**config.mk**
```make
export PLATFORM = sky130hd
export DESIGN_NAME = piecewise_contrast_stretch_top
export DESIGN_NICKNAME = d
export VERILOG_FILES = /design/src/rtl/core/pcs_pkg.sv /design/src/rtl/core/pcs_ram.sv /design/src/rtl/core/piecewise_contrast_stretch_top.sv
export SDC_FILE = /design/constraint.sdc
export NUM_CORES = 2
export LEC_CHECK = 0
export BUFFER_PORTS_ARGS = -buffer_cell sky130_fd_sc_hd__buf_4
export CAP_MARGIN = 5
export CORE_ASPECT_RATIO = 0.5
export CORE_MARGIN = 2
export CORE_UTILIZATION = 40
export DETAILED_ROUTE_END_ITERATION = 6
export SYNTH_ARGS = -nofsm -noshare
export SYNTH_HDL_FRONTEND = slang
export SYNTH_SLANG_ARGS = --single-unit
```
**constraint.sdc**
```tcl
create_clock -name clk -period 14.85 [get_ports clk]
set_input_delay 2.2275 -clock clk [delete_from_list [all_inputs] [get_ports clk]]
set_output_delay 2.2275 -clock clk [all_outputs]
set_load 0.05 [all_outputs]
```
**src/rtl/core/pcs_pkg.sv**
```systemverilog
// ----------------------------------------------------------------------------
// pcs_pkg
// Shared widths, register indexes and reset values for the contrast stretch.
// ----------------------------------------------------------------------------
`default_nettype none

package pcs_pkg;

  localparam int PIX_W      = 8;
  localparam int FRAC_W     = 9;
  localparam int CFG_ADDR_W = 2;
  localparam int CFG_DATA_W = 9;

  localparam int FRAC_ONE   = 256;
  localparam int FULL_WHITE = 255;
  localparam int LUT_DEPTH  = 1 << PIX_W;
  localparam int OUTQ_DEPTH = 4;

  localparam logic [CFG_ADDR_W-1:0] REG_LOW_LEVEL     = 2'd0;
  localparam logic [CFG_ADDR_W-1:0] REG_HIGH_LEVEL    = 2'd1;
  localparam logic [CFG_ADDR_W-1:0] REG_KNEE_FRACTION = 2'd2;

  localparam logic [PIX_W-1:0]  RST_LOW_LEVEL     = 8'd100;
  localparam logic [PIX_W-1:0]  RST_HIGH_LEVEL    = 8'd185;
  localparam logic [FRAC_W-1:0] RST_KNEE_FRACTION = 9'd128;

endpackage

`default_nettype wire

```
**src/rtl/core/pcs_ram.sv**
```systemverilog
// ----------------------------------------------------------------------------
// pcs_ram
// Generic simple dual-port RAM, one write port, one registered read port.
// ----------------------------------------------------------------------------
`default_nettype none

module pcs_ram #(
  parameter int WIDTH = 8,
  parameter int DEPTH = 256
) (
  input  wire                      clk,
  input  wire                      we,
  input  wire [$clog2(DEPTH)-1:0]  waddr,
  input  wire [WIDTH-1:0]          wdata,
  input  wire [$clog2(DEPTH)-1:0]  raddr,
  output logic [WIDTH-1:0]         rdata
);

  logic [WIDTH-1:0] mem [DEPTH];

  always_ff @(posedge clk) begin
    if (we) begin
      mem[waddr] <= wdata;
    end
    rdata <= mem[raddr];
  end

endmodule

`default_nettype wire

```
**src/rtl/core/piecewise_contrast_stretch_top.sv**
```systemverilog
// ----------------------------------------------------------------------------
// piecewise_contrast_stretch_top
// Two-segment gray tone curve, applied through a 256-entry lookup RAM.
// ----------------------------------------------------------------------------
// Usage:
//   in_*  : one pixel per transaction, in_tdata = pixel_in.
//   out_* : one pixel per transaction, out_tdata = pixel_out.
//   cfg_* : register writes (0 low level, 1 high level, 2 knee fraction).
// After reset and after every register write the curve is rebuilt into the
// lookup RAM, one entry at a time: the knee first, then each entry, mapped
// directly or, on a ramp, through an 8-step restoring divider. in_tready
// stays low during a rebuild.
// Once built, throughput is one pixel per clock while the queue has room.
// Each pixel goes through the RAM read register, then the output queue.
// A 4-entry output queue absorbs the RAM read in flight; in_tready depends
// only on registers and drops when the queue plus the read in flight are
// full, so a stalled receiver backs up the input without losing pixels.
// ----------------------------------------------------------------------------
`default_nettype none

module piecewise_contrast_stretch_top (
  input  wire                              clk,
  input  wire                              rst_n,
  input  wire                              in_tvalid,
  output logic                             in_tready,
  input  wire [pcs_pkg::PIX_W-1:0]         in_tdata,   // [7:0] pixel_in
  output logic                             out_tvalid,
  input  wire                              out_tready,
  output logic [pcs_pkg::PIX_W-1:0]        out_tdata,  // [7:0] pixel_out
  input  wire                              cfg_we,
  input  wire [pcs_pkg::CFG_ADDR_W-1:0]    cfg_addr,
  input  wire [pcs_pkg::CFG_DATA_W-1:0]    cfg_wdata
);

  localparam int PW = pcs_pkg::PIX_W;
  localparam int FW = pcs_pkg::FRAC_W;
  localparam int QD = pcs_pkg::OUTQ_DEPTH;
  localparam int QA = $clog2(QD);
  localparam int QC = $clog2(QD + 1);
  localparam int DC = $clog2(PW);

  localparam logic [1:0] S_KNEE  = 2'd0;
  localparam logic [1:0] S_ENTRY = 2'd1;
  localparam logic [1:0] S_DIV   = 2'd2;
  localparam logic [1:0] S_RUN   = 2'd3;

  // configuration
  logic [PW-1:0] low_r,  low_nxt;
  logic [PW-1:0] high_r, high_nxt;
  logic [FW-1:0] knee_r, knee_nxt;
  logic          cfg_hit;

  // curve builder
  logic [1:0]    state_r, state_nxt;
  logic [PW-1:0] ent_r, ent_nxt;
  logic [DC-1:0] div_cnt_r, div_cnt_nxt;
  logic [PW-1:0] kx_r, ky_r, up_gain_r, lo_span_r, hi_span_r;
  logic [PW-1:0] rem_r, qsh_r, den_r, off_r;
  logic [PW-1:0] kx_nxt, ky_nxt, up_gain_nxt, lo_span_nxt, hi_span_nxt;
  logic [PW-1:0] rem_nxt, qsh_nxt, den_nxt, off_nxt;

  logic [FW-1:0]   frac_sat;
  logic [FW-1:0]   frac_rest;
  logic [PW-1:0]   span;
  logic [2*PW-1:0] knee_prod;

  logic            below, above, lower_seg, step_bit;
  logic [PW-1:0]   mul_a, mul_b, direct_val, quot;
  logic [2*PW-1:0] ent_prod;
  logic [PW:0]     trial;

  logic          ram_we;
  logic [PW-1:0] ram_wdata, ram_rdata;

  // run datapath
  logic          s1_vld_r;
  logic [PW-1:0] q_mem_r [QD];
  logic [QA-1:0] q_wr_r, q_rd_r;
  logic [QC-1:0] q_cnt_r, occ;
  logic          push, pop;

  // --------------------------------------------------------------------------
  // Configuration registers
  // --------------------------------------------------------------------------
  always_comb begin
    low_nxt  = low_r;
    high_nxt = high_r;
    knee_nxt = knee_r;
    cfg_hit  = 1'b0;
    if (cfg_we) begin
      unique case (cfg_addr)
        pcs_pkg::REG_LOW_LEVEL: begin
          low_nxt = cfg_wdata[PW-1:0];
          cfg_hit = 1'b1;
        end
        pcs_pkg::REG_HIGH_LEVEL: begin
          high_nxt = cfg_wdata[PW-1:0];
          cfg_hit  = 1'b1;
        end
        pcs_pkg::REG_KNEE_FRACTION: begin
          knee_nxt = cfg_wdata[FW-1:0];
          cfg_hit  = 1'b1;
        end
        default: begin
          cfg_hit = 1'b0;
        end
      endcase
    end
  end

  // --------------------------------------------------------------------------
  // Knee setup
  // --------------------------------------------------------------------------
  always_comb begin
    frac_sat  = (knee_r > FW'(pcs_pkg::FRAC_ONE)) ? FW'(pcs_pkg::FRAC_ONE) : knee_r;
    frac_rest = FW'(pcs_pkg::FRAC_ONE) - frac_sat;
    span      = high_r - low_r;
    knee_prod = (2*PW)'(span) * (2*PW)'(frac_sat);
    // 255*g/256 floors to g - 1 for g in 1..256
    ky_nxt      = PW'(frac_rest - FW'(frac_rest != '0));
    lo_span_nxt = knee_prod[2*PW-1:PW];
    kx_nxt      = lo_span_nxt + low_r;
    hi_span_nxt = span - lo_span_nxt;
    up_gain_nxt = PW'(pcs_pkg::FULL_WHITE) - ky_nxt;
  end

  // --------------------------------------------------------------------------
  // Per-entry mapping and divider step
  // --------------------------------------------------------------------------
  always_comb begin
    below      = ent_r < low_r;
    above      = ent_r > high_r;
    lower_seg  = ent_r < kx_r;
    mul_a      = lower_seg ? (ent_r - low_r) : (ent_r - kx_r);
    mul_b      = lower_seg ? ky_r : up_gain_r;
    ent_prod   = (2*PW)'(mul_a) * (2*PW)'(mul_b);
    direct_val = below ? '0 : (above ? PW'(pcs_pkg::FULL_WHITE) : ky_r);

    trial    = {rem_r, qsh_r[PW-1]};
    step_bit = trial >= {1'b0, den_r};
    quot     = {qsh_r[PW-2:0], step_bit};
  end

  always_comb begin
    state_nxt   = state_r;
    ent_nxt     = ent_r;
    div_cnt_nxt = div_cnt_r;
    rem_nxt     = rem_r;
    qsh_nxt     = qsh_r;
    den_nxt     = den_r;
    off_nxt     = off_r;
    ram_we      = 1'b0;
    ram_wdata   = direct_val;
    unique case (state_r)
      S_KNEE: begin
        ent_nxt   = '0;
        state_nxt = S_ENTRY;
      end
      S_ENTRY: begin
        if (below || above || (!lower_seg && hi_span_r == '0)) begin
          ram_we  = 1'b1;
          ent_nxt = ent_r + 1'b1;
          if (ent_r == '1) begin
            state_nxt = S_RUN;
          end
        end else begin
          rem_nxt     = ent_prod[2*PW-1:PW];
          qsh_nxt     = ent_prod[PW-1:0];
          den_nxt     = lower_seg ? lo_span_r : hi_span_r;
          off_nxt     = lower_seg ? '0 : ky_r;
          div_cnt_nxt = '0;
          state_nxt   = S_DIV;
        end
      end
      S_DIV: begin
        rem_nxt     = step_bit ? PW'(trial - {1'b0, den_r}) : trial[PW-1:0];
        qsh_nxt     = quot;
        div_cnt_nxt = div_cnt_r + 1'b1;
        if (div_cnt_r == DC'(PW - 1)) begin
          ram_we    = 1'b1;
          ram_wdata = quot + off_r;
          ent_nxt   = ent_r + 1'b1;
          state_nxt = (ent_r == '1) ? S_RUN : S_ENTRY;
        end
      end
      S_RUN: begin
        state_nxt = S_RUN;
      end
      default: begin
        state_nxt = S_KNEE;
      end
    endcase
    if (cfg_hit) begin
      state_nxt = S_KNEE;
    end
  end

  always_ff @(posedge clk) begin
    if (!rst_n) begin
      low_r     <= pcs_pkg::RST_LOW_LEVEL;
      high_r    <= pcs_pkg::RST_HIGH_LEVEL;
      knee_r    <= pcs_pkg::RST_KNEE_FRACTION;
      state_r   <= S_KNEE;
      ent_r     <= '0;
      div_cnt_r <= '0;
    end else begin
      low_r     <= low_nxt;
      high_r    <= high_nxt;
      knee_r    <= knee_nxt;
      state_r   <= state_nxt;
      ent_r     <= ent_nxt;
      div_cnt_r <= div_cnt_nxt;
    end
  end

  always_ff @(posedge clk) begin
    if (state_r == S_KNEE) begin
      kx_r      <= kx_nxt;
      ky_r      <= ky_nxt;
      up_gain_r <= up_gain_nxt;
      lo_span_r <= lo_span_nxt;
      hi_span_r <= hi_span_nxt;
    end
    rem_r <= rem_nxt;
    qsh_r <= qsh_nxt;
    den_r <= den_nxt;
    off_r <= off_nxt;
  end

  // --------------------------------------------------------------------------
  // Curve RAM (builder writes, pixel stream reads; never both at once)
  // --------------------------------------------------------------------------
  pcs_ram #(
    .WIDTH (PW),
    .DEPTH (pcs_pkg::LUT_DEPTH)
  ) u_lut (
    .clk   (clk),
    .we    (ram_we),
    .waddr (ent_r),
    .wdata (ram_wdata),
    .raddr (in_tdata),
    .rdata (ram_rdata)
  );

  // --------------------------------------------------------------------------
  // Output queue
  // --------------------------------------------------------------------------
  assign occ        = q_cnt_r + QC'(s1_vld_r);
  assign in_tready  = (state_r == S_RUN) && (occ < QC'(QD));
  assign push       = s1_vld_r;
  assign out_tvalid = q_cnt_r != '0;
  assign pop        = out_tvalid && out_tready;
  assign out_tdata  = q_mem_r[q_rd_r];

  always_ff @(posedge clk) begin
    if (!rst_n) begin
      s1_vld_r <= 1'b0;
      q_wr_r   <= '0;
      q_rd_r   <= '0;
      q_cnt_r  <= '0;
    end else begin
      s1_vld_r <= in_tvalid && in_tready;
      if (push) begin
        q_wr_r <= q_wr_r + 1'b1;
      end
      if (pop) begin
        q_rd_r <= q_rd_r + 1'b1;
      end
      q_cnt_r <= q_cnt_r + QC'(push) - QC'(pop);
    end
  end

  always_ff @(posedge clk) begin
    if (push) begin
      q_mem_r[q_wr_r] <= ram_rdata;
    end
  end

  // --------------------------------------------------------------------------
  // Assertions
  // --------------------------------------------------------------------------
  a_occ_bound: assert property (@(posedge clk) disable iff (!rst_n)
    occ <= QC'(QD))
    else $error("output queue overflow");

  a_push_lands: assert property (@(posedge clk) disable iff (!rst_n)
    s1_vld_r |=> q_cnt_r != '0)
    else $error("RAM read result lost");

  a_rem_below_den: assert property (@(posedge clk) disable iff (!rst_n)
    state_r == S_DIV |-> rem_r < den_r)
    else $error("divider remainder out of range");

  a_div_ends: assert property (@(posedge clk) disable iff (!rst_n)
    (state_r == S_DIV && div_cnt_r == DC'(PW - 1)) |=>
      (state_r == S_ENTRY || state_r == S_RUN || state_r == S_KNEE))
    else $error("divider did not finish");

endmodule

`default_nettype wire
```
Yosys cells after proc, flatten, opt, wreduce, memory -nomap -nowiden
Memories as Yosys holds them, arrays and structs flattened. A register that Yosys moved wholly into a read port is not among the register bits. Index checks and enable logic that the tools add are counted. Widths: inputs -> output; s select.

Bitwise operators: 2. Reduce and logical (&&, ||, !) cells: 23. Div/mod/pow operators: 0. Shift operators: 0. $lt $le $gt $ge: 6. Multiply operators: 2. Add/sub/neg operators: 16. Eq/ne operators: 11. Muxes and demuxes: 34.

Operator list (count): $mux 8 (12); $sub 8x8->8 (5); $pmux 8 s2 (2); $pmux 8 s3 (1); $add 8x8->8 (2); $lt 8x8->1 (2); $mul 8x8->16 (1); $mul 8x9->16 (1); $mux 2 (6); $reduce_and 2->1 (6); $ge 9x8->1 (1); $gt 9x9->1 const B (1); $mux 9 (1); $reduce_bool 9->1 (1); $sub 9x9->9 const A (1); $add 8x1->8 const B (1); $eq 8x8->1 const B (1); $gt 8x8->1 (1); $logic_not 8->1 (1); $mux 1 (8); $pmux 2 s4 (1); $sub 8x1->8 (1); $sub 8x8->8 const A (1); $eq 2x2->1 const B (3); other kinds (22) (33).

Bits in registers: 118. Memory bits (writable): 2080. Bits of input ports: 24. Memories: 2. Output and inout port bits: 10. Memory bits (read-only): 0. Latch bits: 0.

Memory list: u_lut.mem (words 256, bits a word 8, rd ports 1, clocked after Yosys merged registers in 1, wr ports 1, line pcs_ram.sv:19) `logic [WIDTH-1:0] mem [DEPTH];`; q_mem_r (words 4, bits a word 8, rd ports 1, clocked after Yosys merged registers in 1, wr ports 1, line piecewise_contrast_stretch_top.sv:77) `logic [PW-1:0] q_mem_r [QD];`.

Longest topological paths before layout
Depth in word-level cells: 8. Mapped depth: 35. Gate-level depth less buffers: 35.

Cells and area by module
From an unflattened synthesis, not the netlist that was laid out.

Cell total of the unflattened synthesis: 5071. Area total of the unflattened synthesis: 92515.0 um2.

Modules (own cells, without submodules): pcs_ram (instances 1, seq. area each 61659.1 um2, cells an instance 3733, area each 79556.3 um2); piecewise_contrast_stretch_top (instances 1, seq. area each 4083.9 um2, cells an instance 1338, area each 12958.7 um2).

Worst setup path before layout
Ideal clock, no wire load.

Path kind: reg2reg. From: reg den_r[1]. To: mem u_lut.mem[0][6] (data pin). Buffers on the path: 1. Setup slack: -631 ps. Cell stages (with the launch flop): 22. Clock period less this slack: 15481 ps. Setup time: 2188 ps. Arrival: 13293 ps. Cells stage by stage: edfxtp_1 > inv_1 > ha_1 > nor2b_1 > o21ai_0 > a21boi_0 > o21ai_0 > a21boi_0 > o21ai_0 > a2bb2oi_1 > buf_1 > ha_1 > inv_1 > fa_1 > inv_1 > a21oi_1 > o21bai_1 > a21oi_1 > nor2_1 > nor2_1 > xor2_1 > o21ai_0.

Longest elaborated chain between the ends: 4.

Ends and longest elaborated chain: start, declared (line piecewise_contrast_stretch_top.sv:58) `logic [PW-1:0] rem_r, qsh_r, den_r, off_r;`; start signal, assigned (line piecewise_contrast_stretch_top.sv:226) `den_r <= den_nxt;`; $ge 9x8->1 (line piecewise_contrast_stretch_top.sv:140) `step_bit = trial >= {1'b0, den_r};`; $add 8x8->8 (line piecewise_contrast_stretch_top.sv:181) `ram_wdata = quot + off_r;`; $mux 8 (line piecewise_contrast_stretch_top.sv:179) `if (div_cnt_r == DC'(PW - 1)) begin`; $mux 8 (line piecewise_contrast_stretch_top.sv:154) `unique case (state_r)`; named net ram_wdata[6] (line piecewise_contrast_stretch_top.sv:73) `logic [PW-1:0] ram_wdata, ram_rdata;`; end, declared (line pcs_ram.sv:19).

The timed path passes the listed nets, and every way through them passes these cells.

Final worst setup path
From: reg low_r[0]. To: reg hi_span_r[7] (data pin).

Longest elaborated chain between the ends: 3.

Ends and longest elaborated chain: start, declared (line piecewise_contrast_stretch_top.sv:48) `logic [PW-1:0] low_r, low_nxt;`; start signal, assigned (line piecewise_contrast_stretch_top.sv:200) `low_r <= pcs_pkg::RST_LOW_LEVEL;`; start signal, assigned (line piecewise_contrast_stretch_top.sv:207) `low_r <= low_nxt;`; $sub 8x8->8 (line piecewise_contrast_stretch_top.sv:117) `span = high_r - low_r;`; $mul 8x9->16 (line piecewise_contrast_stretch_top.sv:118) `knee_prod = (2*PW)'(span) * (2*PW)'(frac_sat);`; named net knee_prod[9] (line piecewise_contrast_stretch_top.sv:65) `logic [2*PW-1:0] knee_prod;`; $sub 8x8->8 (line piecewise_contrast_stretch_top.sv:123) `hi_span_nxt = span - lo_span_nxt;`; named net hi_span_nxt[7] (line piecewise_contrast_stretch_top.sv:59) `logic [PW-1:0] kx_nxt, ky_nxt, up_gain_nxt, lo_span_nxt, hi_span_nxt;`; end signal, assigned (line piecewise_contrast_stretch_top.sv:222) `hi_span_r <= hi_span_nxt;`; end, declared (line piecewise_contrast_stretch_top.sv:57) `logic [PW-1:0] kx_r, ky_r, up_gain_r, lo_span_r, hi_span_r;`.

The timed path passes the listed nets, and every way through them passes these cells. A chain may end at the register's enable or synchronous reset.

==> flow_summary_export.csv <==
group,metric,value,unit
logic_synthesis,synth_seq_cells,2208,
logic_synthesis,synth_ff_type,"edfxtp_1",
cells_and_area,num-fill-cells,19200,
logic_synthesis,syn_area,91800,sq um
drt,vias,44000,
timing,setup_slack,6460,ps
cells_and_area,layout.cells.non_filler,7892,
die,die_h,343,microns
critical_path,worstPathRequired,15370,ps
clock_network,cts_max_level,4,
global_route,grt_pass1_wl,317000,microns
clock_network,numCtsBuffers,207,
global_route,gr-usage-all-layers,18.5,%
cells_and_area,top_regs,"u_lut.mem x2048, q_mem_r x32, knee_r x9",
critical_path,r2r_setup_slack,6460,ps
timing,finalHoldViolations,0,
critical_path,path_class,"reg -> reg",
cells_and_area,layout_commonest_cell,"edfxtp_1",
critical_path,path_max_fanout,6,
clock_network,cts_hold_buf,0,
placed_design,dp.cells,7526,
critical_path,start_kind,"register",
cells_and_area,drive_gt1_share,22.8,%
critical_path,r2r-end,"hi_span_r[7]$_DFFE_PN_",
timing,setup_viol,0,
critical_path,crit_path_frequent_cell,"fa_1",
critical_path,cpMaxStageDelayCell,"a2111oi_0",
logic_synthesis,synthArstFlopShare,0,%
clock_network,clock_latency,860,ps
run,max_cap_violations,0,
logic_synthesis,postSynthCellCount,4565,
global_route,grt_overflow,0,
pwr,ir_worst_vdd,0.000184,V
drt,routedWlPerCell,27.3,microns
timing,finalSetupTns,0,ps
clock_network,cts_sinks,2208,
timing,min_period,8390,ps
clock_network,cts_tree,"yes",
drt,drc,0,
critical_path,cp-end-kind,"register",
timing,max_freq,0.119,GHz
global_route,grt_pass1_vias,45400,
global_route,grt_max_degree,177,
timing,drv_slew,0,
timing,timing.slew.headroom,22.9,%
pwr,power_leakage,37.5,nW
die,die_w,682,microns
cells_and_area,largest_reg_flops,2048,
timing,fin_crit_sh,56.5,%
status,run_status,"finished, final reports clean",
critical_path,arrival,8910,ps
drt,postRouteAntennaNets,0,
timing,rsz0062_at_grt,"false",
clock_network,clk_pin_slew_worst_paths,70,ps
logic_synthesis,ys_types,56,
drt,viasPerCell,5.57,
timing,final.setup_skew,77.6,ps
drt,dr.pass1.iters,7,
die,coreArea,228000,sq um
placed_design,place.gp.congestion,0.825,
logic_synthesis,syn_nets,4822,
clock_network,cts_resized,0,
global_route,antenna_found_initial,19,
logic_synthesis,avgSynthCellArea,20.1,sq um
die,dieArea,234000,sq um
logic_synthesis,synth_edf_count,2152,
clock_network,clockBufferDepth,4,
clock_network,clock-root-buffer,"clkbuf_16",
die,initial_utilization,40.2,%
critical_path,endpoint,"hi_span_r[7]$_DFFE_PN_",
die,io_pins,34,
logic_synthesis,yosys_warnings,0,
critical_path,crit_start,"low_r[0]$_SDFFE_PN0P_",
placed_design,dp_hpwl,129000,microns
die,row_count,124,
critical_path,cpPeakStageDelay,530,ps
cells_and_area,synthToLayoutAreaGrowth,11.4,%
cells_and_area,nets,4905,
logic_synthesis,synth_seq_area_share,71.6,%
pwr,power_density,137,nW/um^2
critical_path,ff2ff_path_depth,32,
timing,worst_pin_slew,1150,ps
placed_design,port_buffers,33,
drt,first_iter_violations,4910,
drt,routed_wl,216000,microns
cells_and_area,regMostFlops,"u_lut.mem",
placed_design,place_ws,6600,ps
critical_path,crit-reg2reg-launch,"low_r[0]$_SDFFE_PN0P_",
clock_network,post_cts_buffers,0,
hold_path,min_path_type,"reg -> reg",
cells_and_area,final_cell_mix,"edfxtp_1, mux4_2, nor2_1",
## worst min-delay path by stage
stage          slack (ps)              startpoint                      end  depth (start not counted)
2_1_floorplan         440  u_lut.rdata[0]$_DFF_P_  q_mem_r[0][0]$_DFFE_PP_                          0
3_3_place_gp          460  u_lut.rdata[5]$_DFF_P_  q_mem_r[0][5]$_DFFE_PP_                          0
3_5_place_dp          470  u_lut.rdata[6]$_DFF_P_  q_mem_r[0][6]$_DFFE_PP_                          0
4_1_cts               490  u_lut.rdata[6]$_DFF_P_  q_mem_r[0][6]$_DFFE_PP_                          0
5_1_grt               500  u_lut.rdata[6]$_DFF_P_  q_mem_r[0][6]$_DFFE_PP_                          0
6_report              490  u_lut.rdata[6]$_DFF_P_  q_mem_r[1][6]$_DFFE_PP_                          0
## layer usage
metal  wire [microns]  global-route usage (%)
met1            92900                    26.6
met5               44                       0
met2           103000                    29.7
met4             4790                    4.27
met3            14500                    3.02
## per-stage QoR
step | hold WS [ps] | util (%) | cell area, sq um | total power (W)
6_report | 487 | 44.8 | 102000 | 0.0141
5_1_grt | 502 | 44.8 | 102000 | 0.0147
4_1_cts | 492 | 44.8 | 102000 | 0.0142
3_5_place_dp | 472 | 41.9 | 95700 | 0.00897
3_3_place_gp | 456 | 41.9 | 95700 | 0.00895
2_1_floorplan | 438 | - | 91800 | 0.00850
## critical path, delay by kind of cell (launching register included)
kind / cells / cell delay [ps]
and+or+nand+nor: 6 / 1000
adders and majority gates: 8 / 2920
DFF: 1 / 420
buffers and inverters: 4 / 440
xor gates and xnor gates: 4 / 1090
AOI/OAI and AO/OA: 10 / 2230
## power by group
| group | leakage, nW | internal (W) | total [W] | switching [W] |
|---|---|---|---|---|
| sequential | 24.6 | 0.00689 | 0.00694 | 0.0000455 |
| combinational | 9.67 | 0.000813 | 0.00189 | 0.00108 |
| clock | 3.19 | 0.00294 | 0.00522 | 0.00227 |
| total | 37.5 | 0.0107 | 0.0141 | 0.00340 |
## synthesized netlist by cell type, drive strengths merged, types with 44 or more instances
cell | n | area (sq um)
nor2 | 364 | 1370
dfxtp | 56 | 1120
nor2b | 48 | 300
ha | 150 | 1880
fa | 83 | 1660
o21ai | 44 | 220
a21oi | 49 | 245
mux4 | 688 | 15500
nand2 | 157 | 589
inv | 205 | 769
buf | 85 | 394
clkbuf | 135 | 507
edfxtp | 2152 | 64600
xnor2 | 63 | 552
## cell type report
| class | instances | area, sq um | share of cell area (%) |
|---|---|---|---|
| diodes | 1 | 2.50 | 0.00245 |
| clock buffers | 260 | 5570 | 5.44 |
| clock inverters | 105 | 988 | 0.966 |
| inverters | 205 | 769 | 0.752 |
| multi-input cells | 1932 | 24500 | 23.9 |
| flip-flops and latches | 2208 | 65700 | 64.3 |
| well taps | 3087 | 3860 | 3.78 |
| repair buffers | 94 | 870 | 0.850 |
## cell families after synthesis
group                    count (synthesis)  share of synthesized area [%]
AND/OR/NAND/NOR                        708                           3.37
flip-flops                            2208                           71.6
multiplexers                           724                           17.3
adder cells (fa/ha/maj)                234                           3.87
buffers and inverters                  425                           1.82
XOR/XNOR                                87                          0.830
AO/OA/AOI/OAI                          179                           1.22
Note: power is estimated with default switching activity, not from simulation.
